[src/assert_macros.svh]
// Assertion macros shared by the formatter RTL.
`ifndef ASSERT_MACROS_SVH
`define ASSERT_MACROS_SVH

// Same-cycle implication, checked out of reset.
`define CHK_IMPLY(label, ante, cons, msg) \
    label: assert property (@(posedge i_clk) disable iff (!i_rst_n) (ante) |-> (cons)) \
        else $error(msg);

// Next-cycle implication, checked out of reset.
`define CHK_NEXT(label, ante, cons, msg) \
    label: assert property (@(posedge i_clk) disable iff (!i_rst_n) (ante) |=> (cons)) \
        else $error(msg);

`endif

[src/i2a_pkg.sv]
// Types, constants and helper functions of the integer to ASCII formatter.
`default_nettype none
package i2a_pkg;

    typedef struct packed {
        logic [2:0]  command;
        logic [63:0] value;
    } t_in;

    typedef struct packed {
        logic [7:0] character;
        logic       last;
        logic [4:0] total;
    } t_out;

    typedef struct packed {
        logic [2:0]  cmd;
        logic        neg;
        logic        dec;
        logic [31:0] bin;
        logic [63:0] dig;
    } t_work;

    localparam logic [2:0] CMD_SDEC = 3'd0;
    localparam logic [2:0] CMD_UDEC = 3'd1;
    localparam logic [2:0] CMD_OCT  = 3'd2;
    localparam logic [2:0] CMD_HEXL = 3'd3;
    localparam logic [2:0] CMD_HEXU = 3'd4;
    localparam logic [2:0] CMD_PTR  = 3'd5;

    localparam int DAB_BITS   = 4;
    localparam int DAB_STAGES = 8;
    localparam int DEC_DIGITS = 10;
    localparam int NIBBLES    = 16;

    localparam logic [7:0] CH_ZERO  = 8'h30;
    localparam logic [7:0] CH_X     = 8'h78;
    localparam logic [7:0] CH_MINUS = 8'h2d;
    localparam logic [7:0] CH_LA    = 8'h61;
    localparam logic [7:0] CH_UA    = 8'h41;

    function automatic logic bcd_ok(input logic [4*DEC_DIGITS-1:0] b);
        logic ok;
        ok = 1'b1;
        for (int j = 0; j < DEC_DIGITS; j++) begin
            if (b[4*j +: 4] > 4'd9) ok = 1'b0;
        end
        return ok;
    endfunction

    function automatic logic [7:0] hex_char(input logic [3:0] d, input logic upper);
        logic [7:0] c;
        if (d < 4'd10) begin
            c = CH_ZERO + {4'd0, d};
        end else if (upper) begin
            c = CH_UA + {4'd0, d} - 8'd10;
        end else begin
            c = CH_LA + {4'd0, d} - 8'd10;
        end
        return c;
    endfunction

endpackage
`default_nettype wire

[src/i2a_front.sv]
// Input stage: command decode, sign handling and digit packing.
`default_nettype none
`include "assert_macros.svh"
module i2a_front (
    input  wire logic           i_clk,
    input  wire logic           i_rst_n,
    input  wire logic           i_valid,
    input  wire i2a_pkg::t_in   i_data,
    output logic                o_stall,
    output logic                o_valid,
    output i2a_pkg::t_work      o_work,
    input  wire logic           i_stall
);

    logic           r_valid;
    i2a_pkg::t_work r_work;
    logic           n_valid;
    i2a_pkg::t_work n_work;
    logic           ready;
    logic [31:0]    low;
    logic [32:0]    ext;

    assign ready   = !r_valid || !i_stall;
    assign o_stall = !ready;
    assign o_valid = r_valid;
    assign o_work  = r_work;

    always_comb begin
        low            = i_data.value[31:0];
        ext            = {1'b0, low};
        n_valid        = i_valid && (i_data.command <= i2a_pkg::CMD_PTR);
        n_work         = '0;
        n_work.cmd     = i_data.command;
        n_work.neg     = (i_data.command == i2a_pkg::CMD_SDEC) && low[31];
        n_work.dec     = (i_data.command == i2a_pkg::CMD_SDEC) ||
                         (i_data.command == i2a_pkg::CMD_UDEC);
        n_work.bin     = n_work.neg ? (~low) + 32'd1 : low;
        case (i_data.command)
            i2a_pkg::CMD_OCT: begin
                for (int i = 0; i < 11; i++) begin
                    n_work.dig[4*i +: 4] = {1'b0, ext[3*i +: 3]};
                end
            end
            i2a_pkg::CMD_HEXL, i2a_pkg::CMD_HEXU: begin
                n_work.dig = {32'd0, low};
            end
            i2a_pkg::CMD_PTR: begin
                n_work.dig = i_data.value;
            end
            default: begin
                n_work.dig = '0;
            end
        endcase
    end

    always_ff @(posedge i_clk) begin
        if (!i_rst_n) begin
            r_valid <= 1'b0;
        end else if (ready) begin
            r_valid <= n_valid;
        end
    end

    always_ff @(posedge i_clk) begin
        if (ready) begin
            r_work <= n_work;
        end
    end

    `CHK_NEXT(a_drop_bad_cmd, i_valid && !o_stall && (i_data.command > i2a_pkg::CMD_PTR), !r_valid, "unused command entered pipeline")

endmodule
`default_nettype wire

[src/i2a_dabble.sv]
// One shift-and-add-3 stage of the binary to BCD converter.
`default_nettype none
`include "assert_macros.svh"
module i2a_dabble (
    input  wire logic           i_clk,
    input  wire logic           i_rst_n,
    input  wire logic           i_valid,
    input  wire i2a_pkg::t_work i_work,
    output logic                o_stall,
    output logic                o_valid,
    output i2a_pkg::t_work      o_work,
    input  wire logic           i_stall
);

    logic           r_valid;
    i2a_pkg::t_work r_work;
    i2a_pkg::t_work n_work;
    logic           ready;
    logic [4*i2a_pkg::DEC_DIGITS-1:0] bcd;
    logic [31:0]    bin;

    assign ready   = !r_valid || !i_stall;
    assign o_stall = !ready;
    assign o_valid = r_valid;
    assign o_work  = r_work;

    always_comb begin
        n_work = i_work;
        bcd    = i_work.dig[4*i2a_pkg::DEC_DIGITS-1:0];
        bin    = i_work.bin;
        for (int s = 0; s < i2a_pkg::DAB_BITS; s++) begin
            for (int j = 0; j < i2a_pkg::DEC_DIGITS; j++) begin
                if (bcd[4*j +: 4] >= 4'd5) bcd[4*j +: 4] = bcd[4*j +: 4] + 4'd3;
            end
            bcd = {bcd[4*i2a_pkg::DEC_DIGITS-2:0], bin[31]};
            bin = {bin[30:0], 1'b0};
        end
        if (i_work.dec) begin
            n_work.dig = {24'd0, bcd};
            n_work.bin = bin;
        end
    end

    always_ff @(posedge i_clk) begin
        if (!i_rst_n) begin
            r_valid <= 1'b0;
        end else if (ready) begin
            r_valid <= i_valid;
        end
    end

    always_ff @(posedge i_clk) begin
        if (ready) begin
            r_work <= n_work;
        end
    end

    `CHK_IMPLY(a_bcd_digits, r_valid && r_work.dec, i2a_pkg::bcd_ok(r_work.dig[39:0]), "BCD digit above nine")

endmodule
`default_nettype wire

[src/i2a_emit.sv]
// Character serializer with registered output.
`default_nettype none
`include "assert_macros.svh"
module i2a_emit (
    input  wire logic           i_clk,
    input  wire logic           i_rst_n,
    input  wire logic           i_valid,
    input  wire i2a_pkg::t_work i_work,
    output logic                o_stall,
    output logic                o_valid,
    output i2a_pkg::t_out       o_data,
    input  wire logic           i_stall
);

    logic                r_busy;
    logic [2:0]          r_cmd;
    logic [15:0][3:0]    r_dig;
    logic [4:0]          r_nd;
    logic [1:0]          r_pl;
    logic [4:0]          r_len;
    logic [4:0]          r_pos;
    logic                r_ovalid;
    i2a_pkg::t_out       r_out;

    logic [4:0]          n_nd;
    logic [1:0]          n_pl;
    i2a_pkg::t_out       n_out;
    logic                load;
    logic                out_en;
    logic                is_last;
    logic [4:0]          di;
    logic [3:0]          digit;

    assign o_stall = r_busy;
    assign o_valid = r_ovalid;
    assign o_data  = r_out;
    assign load    = i_valid && !r_busy;
    assign out_en  = !r_ovalid || !i_stall;
    assign is_last = (r_pos == r_len - 5'd1);

    always_comb begin
        n_nd = 5'd1;
        for (int i = 0; i < i2a_pkg::NIBBLES; i++) begin
            if (i_work.dig[4*i +: 4] != 4'd0) n_nd = 5'(i + 1);
        end
        if (i_work.neg) begin
            n_pl = 2'd1;
        end else if (i_work.cmd == i2a_pkg::CMD_PTR) begin
            n_pl = 2'd2;
        end else begin
            n_pl = 2'd0;
        end
    end

    always_comb begin
        di    = r_nd - 5'd1 - (r_pos - {3'd0, r_pl});
        digit = r_dig[di[3:0]];
        n_out = '0;
        if (r_pos < {3'd0, r_pl}) begin
            if (r_cmd == i2a_pkg::CMD_PTR) begin
                n_out.character = (r_pos == 5'd0) ? i2a_pkg::CH_ZERO : i2a_pkg::CH_X;
            end else begin
                n_out.character = i2a_pkg::CH_MINUS;
            end
        end else begin
            n_out.character = i2a_pkg::hex_char(digit, r_cmd == i2a_pkg::CMD_HEXU);
        end
        n_out.last  = is_last;
        n_out.total = is_last ? r_len : 5'd0;
    end

    always_ff @(posedge i_clk) begin
        if (!i_rst_n) begin
            r_busy   <= 1'b0;
            r_ovalid <= 1'b0;
            r_pos    <= 5'd0;
        end else begin
            if (load) begin
                r_busy <= 1'b1;
                r_pos  <= 5'd0;
            end else if (r_busy && out_en) begin
                r_pos <= r_pos + 5'd1;
                if (is_last) r_busy <= 1'b0;
            end
            if (out_en) r_ovalid <= r_busy;
        end
    end

    always_ff @(posedge i_clk) begin
        if (load) begin
            r_cmd <= i_work.cmd;
            r_dig <= i_work.dig;
            r_nd  <= n_nd;
            r_pl  <= n_pl;
            r_len <= n_nd + {3'd0, n_pl};
        end
        if (r_busy && out_en) begin
            r_out <= n_out;
        end
    end

    `CHK_IMPLY(a_pos_in_range, r_busy, r_pos < r_len, "character index past text length")
    `CHK_IMPLY(a_total_range, r_ovalid && r_out.last, (r_out.total >= 5'd1) && (r_out.total <= 5'd18), "total out of range on last")

endmodule
`default_nettype wire

[src/integer_to_ascii_formatter.sv]
// Top level of the integer to ASCII formatter.
//
//  channel  | dir | handshake          | payload
//  ---------+-----+--------------------+-------------------------------
//  input    | in  | i_valid / o_stall  | i_data (command, value)
//  output   | out | o_valid / i_stall  | o_data (character, last, total)
//
// The first character reaches o_data through the front stage register, the 8 BCD
// stages, the serializer load and the output register, in that order.
// While i_stall is low the serializer emits one character per cycle; it accepts the
// next item only after the last character of the current one. Reset is synchronous
// and clears all valid and busy flags. A stall holds every stage; nothing is lost.
`default_nettype none
module integer_to_ascii_formatter (
    input  wire logic          i_clk,
    input  wire logic          i_rst_n,
    input  wire logic          i_valid,
    input  wire i2a_pkg::t_in  i_data,
    output logic               o_stall,
    output logic               o_valid,
    output i2a_pkg::t_out      o_data,
    input  wire logic          i_stall
);

    i2a_pkg::t_work w_work  [0:i2a_pkg::DAB_STAGES];
    logic           w_valid [0:i2a_pkg::DAB_STAGES];
    logic           w_stall [0:i2a_pkg::DAB_STAGES];

    i2a_front u_front (
        .i_clk   (i_clk),
        .i_rst_n (i_rst_n),
        .i_valid (i_valid),
        .i_data  (i_data),
        .o_stall (o_stall),
        .o_valid (w_valid[0]),
        .o_work  (w_work[0]),
        .i_stall (w_stall[0])
    );

    for (genvar g = 0; g < i2a_pkg::DAB_STAGES; g++) begin : g_dab
        i2a_dabble u_dab (
            .i_clk   (i_clk),
            .i_rst_n (i_rst_n),
            .i_valid (w_valid[g]),
            .i_work  (w_work[g]),
            .o_stall (w_stall[g]),
            .o_valid (w_valid[g+1]),
            .o_work  (w_work[g+1]),
            .i_stall (w_stall[g+1])
        );
    end

    i2a_emit u_emit (
        .i_clk   (i_clk),
        .i_rst_n (i_rst_n),
        .i_valid (w_valid[i2a_pkg::DAB_STAGES]),
        .i_work  (w_work[i2a_pkg::DAB_STAGES]),
        .o_stall (w_stall[i2a_pkg::DAB_STAGES]),
        .o_valid (o_valid),
        .o_data  (o_data),
        .i_stall (i_stall)
    );

endmodule
`default_nettype wire
[config.mk]
export PLATFORM = sky130hd
export DESIGN_NAME = integer_to_ascii_formatter
export DESIGN_NICKNAME = d
export VERILOG_FILES = /design/src/i2a_pkg.sv /design/src/i2a_front.sv /design/src/i2a_dabble.sv /design/src/i2a_emit.sv /design/src/integer_to_ascii_formatter.sv
export VERILOG_INCLUDE_DIRS = /design/src /design/src/src
export SDC_FILE = /design/constraint.sdc
export NUM_CORES = 2
export LEC_CHECK = 0
export CELL_PAD_IN_SITES_DETAIL_PLACEMENT = 1
export CELL_PAD_IN_SITES_GLOBAL_PLACEMENT = 1
export CORE_ASPECT_RATIO = 1.75
export CORE_MARGIN = 5
export CORE_UTILIZATION = 55
export DETAILED_ROUTE_END_ITERATION = 12
export DONT_BUFFER_PORTS = 1
export PLACE_DENSITY_LB_ADDON = 0.05
export SETUP_SLACK_MARGIN = 0.15
export SYNTH_ARGS = -nofsm -noshare
export SYNTH_HDL_FRONTEND = slang
export SYNTH_SLANG_ARGS = --single-unit
[constraint.sdc]
create_clock -name i_clk -period 19.03 [get_ports i_clk]
set_clock_uncertainty 0.1 [all_clocks]
set_input_delay 3.806 -clock i_clk [delete_from_list [all_inputs] [get_ports i_clk]]
set_output_delay 3.806 -clock i_clk [all_outputs]
set_load 0.1 [all_outputs]
; After elaboration in Yosys (flattened, before gate mapping)
; Index checks and enable logic that the tools add are counted.
; W data, S select, Z words.
[totals]
regBits = 980
latchBits = 0
ramBits = 0
romBits = 0
elab_cells = 1167
n_memories = 0
[classes]
addsub = 332
n_mul = 0
div_mod_pow = 0
n_lt_le_gt_ge = 324
eq_ne = 9
shift = 0
n_mux = 357
bitwise_logic = 2
reduce_logical = 50
[op_table]
columns = cell, n
row1 = $ge A4 B3 Y1 const B, 320
row2 = $mux W4, 297
row3 = $add A4 B2 Y4 const B, 288
row4 = $mux W96, 7
row5 = $pmux W44 S3, 1
row6 = $mux W3, 36
row7 = $add A3 B2 Y3 const B, 32
row8 = $reduce_bool A4 Y1, 15
row9 = $mux W40, 1
row10 = $add A32 B1 Y32 const B, 1
row11 = $mux W32, 1
row12 = $mux W8, 4
row13 = $not A32 Y32, 1
row14 = $add A7 B4 Y8 const A, 2
row15 = $bmux W4 S4, 1
row16 = $sub A8 B4 Y8 const B, 2
row17 = $eq A3 B3 Y1 const B, 5
row18 = $logic_not A1 Y1, 13
row19 = $logic_or A1 B1 Y1, 11
row20 = $mux W2, 4
row21 = $add A6 B4 Y7 const A, 1
row22 = $mux W7, 1
row23 = $eq A3 B2 Y1 const B, 2
row24 = $add A5 B1 Y5 const B, 1
row25 = 20 further kinds, 27

; Longest topological paths before layout
[logic_depth]
ltp_word = 17
depth_mapped = 22
ltp_nobuf = 22

; Modules after synthesis
; A second synthesis with hierarchy kept.
[hier_totals]
cells_unflattened = 8266
area_unflattened_um2 = 79412.4
[by_module_without_submodules]
columns = module, instances, cells_each, area_each_um2, seq_area_each_um2
row1 = i2a_dabble, 8, 960, 8811.0, 3052.9
row2 = i2a_emit, 1, 278, 4485.6, 2872.8
row3 = i2a_front, 1, 308, 4439.3, 3052.9

; Least setup slack after synthesis
; Ideal clock, no wire load.
[synth_timing]
path_kind = reg2out
from = reg u_emit.r_busy, in the netlist u_emit.o_stall
to = out o_stall
arrival_time_ns = 6.169
slack_ns = 8.955
stages_incl_launch_ff = 8
path_buffers = 0
path_cell_list = dfxtp_1 -> and3_1 -> inv_1 -> nor2_1 -> and2_1 -> and3_1 -> nand2_1 -> inv_1
[synth_via]
elab_chain_len = 11
[synth_lines]
columns = item, line
row1 = from (decl), i2a_emit.sv:15  ; logic r_busy;
row2 = from (signal assigned), i2a_emit.sv:74  ; r_busy <= 1'b0;
row3 = from (signal assigned), i2a_emit.sv:79  ; r_busy <= 1'b1;
row4 = from (signal assigned), i2a_emit.sv:83  ; if (is_last) r_busy <= 1'b0;
row5 = $logic_not A1 Y1, i2a_dabble.sv:22  ; assign ready = !r_valid || !i_stall;
row6 = $logic_or A1 B1 Y1 (2 in a row), i2a_dabble.sv:22
row7 = named net g_dab[6].u_dab.ready, i2a_dabble.sv:18  ; logic ready;
row8 = $logic_or A1 B1 Y1 (6 in a row), i2a_dabble.sv:22
row9 = $logic_or A1 B1 Y1, i2a_front.sv:23  ; assign ready = !r_valid || !i_stall;
row10 = $logic_not A1 Y1, i2a_front.sv:24  ; assign o_stall = !ready;
row11 = to (decl), integer_to_ascii_formatter.sv:19  ; output logic o_stall,
; The timed path passes the listed nets, and every way through them passes these cells.

; Final worst setup path
; Ends and elaborated chain as after synthesis.

==> qor_table.md <==
| Stage | Metric | Reported |
|---|---|---|
| critical path | List of cells traversed by the critical path | and3_1 > inv_2 > nor2_1 > and2_1 > and3_1 > nand2_4 > inv_1 |
| floorplanning | Std-Cell Rows | 175 |
| drt | DRT antenna net count | 0 |
| critical path | Critical Path RT | 15.12 ns |
| floorplanning | Vert. Die Dim | 488 µm |
| critical path | Kind of critical path | reg -> out |
| global route | Global-route wire length before repair | 346000 µm |
| critical path | Launch instance of the worst register-to-register path | g_dab[1].u_dab.o_work[37] |
| critical path | Worst setup EP type | output pin |
| drt | Final wirelength | 218000 µm |
| min path | Worst Min Path Start | g_dab[3].u_dab.o_work[98] |
| drt | DRC violation total after the first TritonRoute iteration | 2760 |
| drt | Vias per std cell | 6.51 |
| cells and area | Proportion of layout cells with a drive suffix above 1 | 8.45% |
| critical path | Cell with the biggest individual delay on the critical path | sky130_fd_sc_hd__inv_1 |
| synthesis | Total of warnings raised by yosys | 0 |
| global route | Grt total ovfl | 0 |
| clock network | Clock transition at path regs | 0.07 ns |
| sta | Max-slew headroom at the worst pin | 12.8% |
| critical path | Number of buffers and inverters on the critical path | 2 |
| clock network | CTS resizes | 0 |
| synthesis | Post-synthesis async set-or-reset flop share | 0% |
| drt | WL/cell | 22.6 µm |
| clock network | Clock root buffer | sky130_fd_sc_hd__clkbuf_16 |
| sta | Worst hold margin | 0.317 ns |
| synthesis | Part of the Yosys area used for sequential elements | 36.2% |
| sta | Setup total negative slack | 0 ns |
| cells and area | Area taken by flip-flops and latches | 26000 µm² |
| critical path | Most used cell along the critical path | sky130_fd_sc_hd__and3_1 |
| synthesis | Synthesized Nets | 8428 |
| outcome | Outcome | finished clean |
| cells and area | Finished Core Util | 58.8% |
| clock network | H-tree depth | 3 |
| cells and area | Net count reported at finish | 8318 |
| synthesis | Number of flops mapped to enable cells by yosys | 855 |
| sta | Final-report max-slew violation count | 0 |
| critical path | Crit Path Max Fanout | 27 |
| critical path | Stage delay of the slowest cell on the critical path | 0.69 ns |
| floorplanning | Total core area | 130000 µm² |
| clock network | Inserted Clock Buffers | 88 |
| sta | Tightest Pin Transition | 1.31 ns |
| place | Worst slack after detailed placement | 12.01 ns |
| clock network | Cts-stage hold buffer count | 0 |
| critical path | Launch point of the worst path | u_emit.o_stall |
| sta | Setup slack of the critical path after layout | 11.19 ns |
| drt | Vias | 63000 |
| synthesis | Netlist area before placement | 71800 µm² |
| sta | Endpoints failing hold | 0 |
| cells and area | Layout overhead on the synthesized area | 6.37% |
| critical path | Crit-path leading delay family | simple AND/OR/NAND/NOR gates |
| drt | Number of detailed-route iterations in the first pass | 5 |
| sta | Tcrit/Tclk final | 41.2% |
| synthesis | Cell taking the most area after synthesis | sky130_fd_sc_hd__edfxtp_1 |
| cells and area | Number of fillers in the final layout | 15000 |
| cells and area | Multi-input gate area | 43100 µm² |
| synthesis | Most area-consuming cells after synthesis | sky130_fd_sc_hd__edfxtp_1 36%, sky130_fd_sc_hd__ha_1 5.8%, sky130_fd_sc_hd__nand2_1 3.9%, sky130_fd_sc_hd__nor2_1 3.5%, sky130_fd_sc_hd__o21ai_0 3.3% |
| critical path | Critical path launch point type | register |
| global route | Number of global-route vias before repair | 67900 |
| sta | Setup violators final | 0 |
| synthesis | Flip-flop and latch count after synthesis | 871 |
| floorplanning | Area of the die | 138000 µm² |
| global route | Antenna violations before repair | 2 |
| floorplanning | Top Ports | 87 |
| drt | Drc violations | 0 |
| global route | Largest net degree at the start of global routing | 102 |
| global route | Global-route total usage across every layer | 30.2% |
| clock network | Clock tree from TritonCTS | done |
| clock network | Post-CTS Repair Setup Buffers | 0 |
| synthesis | Prevailing post-synth register cell | sky130_fd_sc_hd__edfxtp_1 |
| synthesis | Area share of the leading cell type in the synthesized netlist | 35.8% |
| clock network | TritonCTS Sinks | 871 |
| sta | Shortest period the worst path allows | 7.84 ns |
| synthesis | Count of cell types in the netlist | 113 |
| synthesis | Synth Area per Inst | 8.95 µm² |
| place | Half-perimeter wire length after detailed placement | 168000 µm |
| sta | Timing-limited maximum frequency | 0.128 GHz |
| floorplanning | Die width | 283 µm |
| clock network | Worst-Skew Late Latency | 0.74 ns |
| job | Number of max-cap violations | 0 |
| min path | Min-Delay Path Class | reg -> reg |
| synthesis | Mapped Cells | 8021 |
| sta | Setup repair after global routing missed its margin | no |
| critical path | WP data arrival | 3.93 ns |
| place | Final weighted congestion of routability-driven global placement | 1.04 |
| clock network | Max clock buf depth | 3 |
| place | PortBufs | 0 |
| floorplanning | Initial core utilization | 55.3% |
cells in the mapped netlist, drive strengths merged, types with 141 or more instances:
master and count:
edfxtp 855, nand2 754, nor2 671, o21ai 602
inv 479, a21oi 455, ha 332, nor2b 280
nor3 231, a211oi 219, mux2i 207, mux2 206
clkbuf 173, or2 168, nand2b 156, and2 147
o21a 141
cell type report:
class                      instances  area share, %
antenna                            3        0.00983
clock buffer                     105           2.99
clock inverter                    59           1.05
inverter                         480           2.37
multi-input combinational       6438           56.5
sequential                       871           34.0
tap                             1681           2.75
timing repair buffer              32          0.331
through the flow:
| stage | cell area [µm²] | cells |
|---|---|---|
| after floorplan | 71800 | 8021 |
| after global placement | 73300 | 9502 |
| after detailed placement | 73300 | 9502 |
| after CTS | 76300 | 9666 |
| after global routing | 76400 | 9669 |
| final | 76400 | 9669 |
path summary, 6_finish.rpt:
path              slack (ns)  cells after the start                        end
hold reg to reg         0.32                      0  g_dab[4].u_dab.o_work[98]
setup reg to reg       13.56                     21  g_dab[2].u_dab.o_work[37]
hold / removal          0.32                      0  g_dab[4].u_dab.o_work[98]
setup / recovery       11.19                      7                    o_stall
cells by family (layout without fill, tap and decap cells):
logic type / count (synthesis) / after routing / share of synthesized area (%)
AO/OA/AOI/OAI: 2665 / 2665 / 25.7
flip-flops: 871 / 871 / 36.2
adder cells (fa/ha/maj): 336 / 336 / 5.90
AND/OR/NAND/NOR: 2868 / 2868 / 19.9
other: 1 / 4 / 0.00522
XOR/XNOR: 138 / 138 / 1.68
buffers and inverters: 712 / 676 / 3.81
multiplexers: 430 / 430 / 6.77
flip-flops by register name, summed over array words and instances, names as in the netlist, 2 cells and up:
register	flops
u_emit.r_pl	2
u_emit.o_data	13
u_emit.r_cmd	3
g_dab.u_dab.o_work	663
g_dab.u_dab.o_valid	8
u_front.o_work	101
u_emit.r_nd	4
u_emit.r_len	5
u_emit.r_pos	5
u_emit.r_dig	64
layout by cell type, fill, tap and decap left out, drive strengths merged, types with 57 or more instances in the layout:
| cell type | count |
|---|---|
| a21oi | 455 |
| o21a | 141 |
| a2bb2oi | 57 |
| mux2i | 207 |
| a21o | 89 |
| edfxtp | 855 |
| mux2 | 206 |
| a31oi | 111 |
| nor2 | 671 |
| xnor2 | 98 |
| a211o | 119 |
| nand3 | 118 |
| o21bai | 77 |
| nor2b | 280 |
| or2 | 168 |
| o21ai | 602 |
| clkbuf | 105 |
| ha | 332 |
| a211oi | 219 |
| or3 | 75 |
| and2 | 147 |
| inv | 480 |
| o22ai | 83 |
| o211ai | 127 |
| nand2 | 754 |
| nand2b | 156 |
| nor3 | 231 |
metal layers:
layer | GRT usage [%] | vias to the layer above | share of wire [%]
li1 | - | 30000 | -
met1 | 26.0 | 31100 | 33
met2 | 63.8 | 1211 | 58
met3 | 3.14 | 679 | 2.5
met4 | 19.8 | 0 | 7.3
met5 | 0 | - | 0
worst register-to-register path, stage by stage, from the launching register on:
cell and delay (ns):
sky130_fd_sc_hd__edfxtp_1 0.36, sky130_fd_sc_hd__inv_1 0.17, sky130_fd_sc_hd__ha_1 0.23, sky130_fd_sc_hd__nand2b_1 0.07, sky130_fd_sc_hd__a21oi_1 0.32, sky130_fd_sc_hd__xnor2_1 0.37
sky130_fd_sc_hd__ha_1 0.29, sky130_fd_sc_hd__inv_1 0.05, sky130_fd_sc_hd__a21o_1 0.18, sky130_fd_sc_hd__a21oi_1 0.37, sky130_fd_sc_hd__inv_1 0.14, sky130_fd_sc_hd__ha_1 0.31
sky130_fd_sc_hd__a21oi_1 0.21, sky130_fd_sc_hd__nor3_1 0.10, sky130_fd_sc_hd__a21oi_1 0.27, sky130_fd_sc_hd__ha_1 0.30, sky130_fd_sc_hd__nor2b_1 0.33, sky130_fd_sc_hd__a211oi_1 0.11
sky130_fd_sc_hd__nor3_1 0.25, sky130_fd_sc_hd__o22ai_1 0.22, sky130_fd_sc_hd__xor2_1 0.29, sky130_fd_sc_hd__mux2i_1 0.19
Power is not shown: default switching activity piles up to over one toggle a cycle in this logic, so the estimate is an artifact.
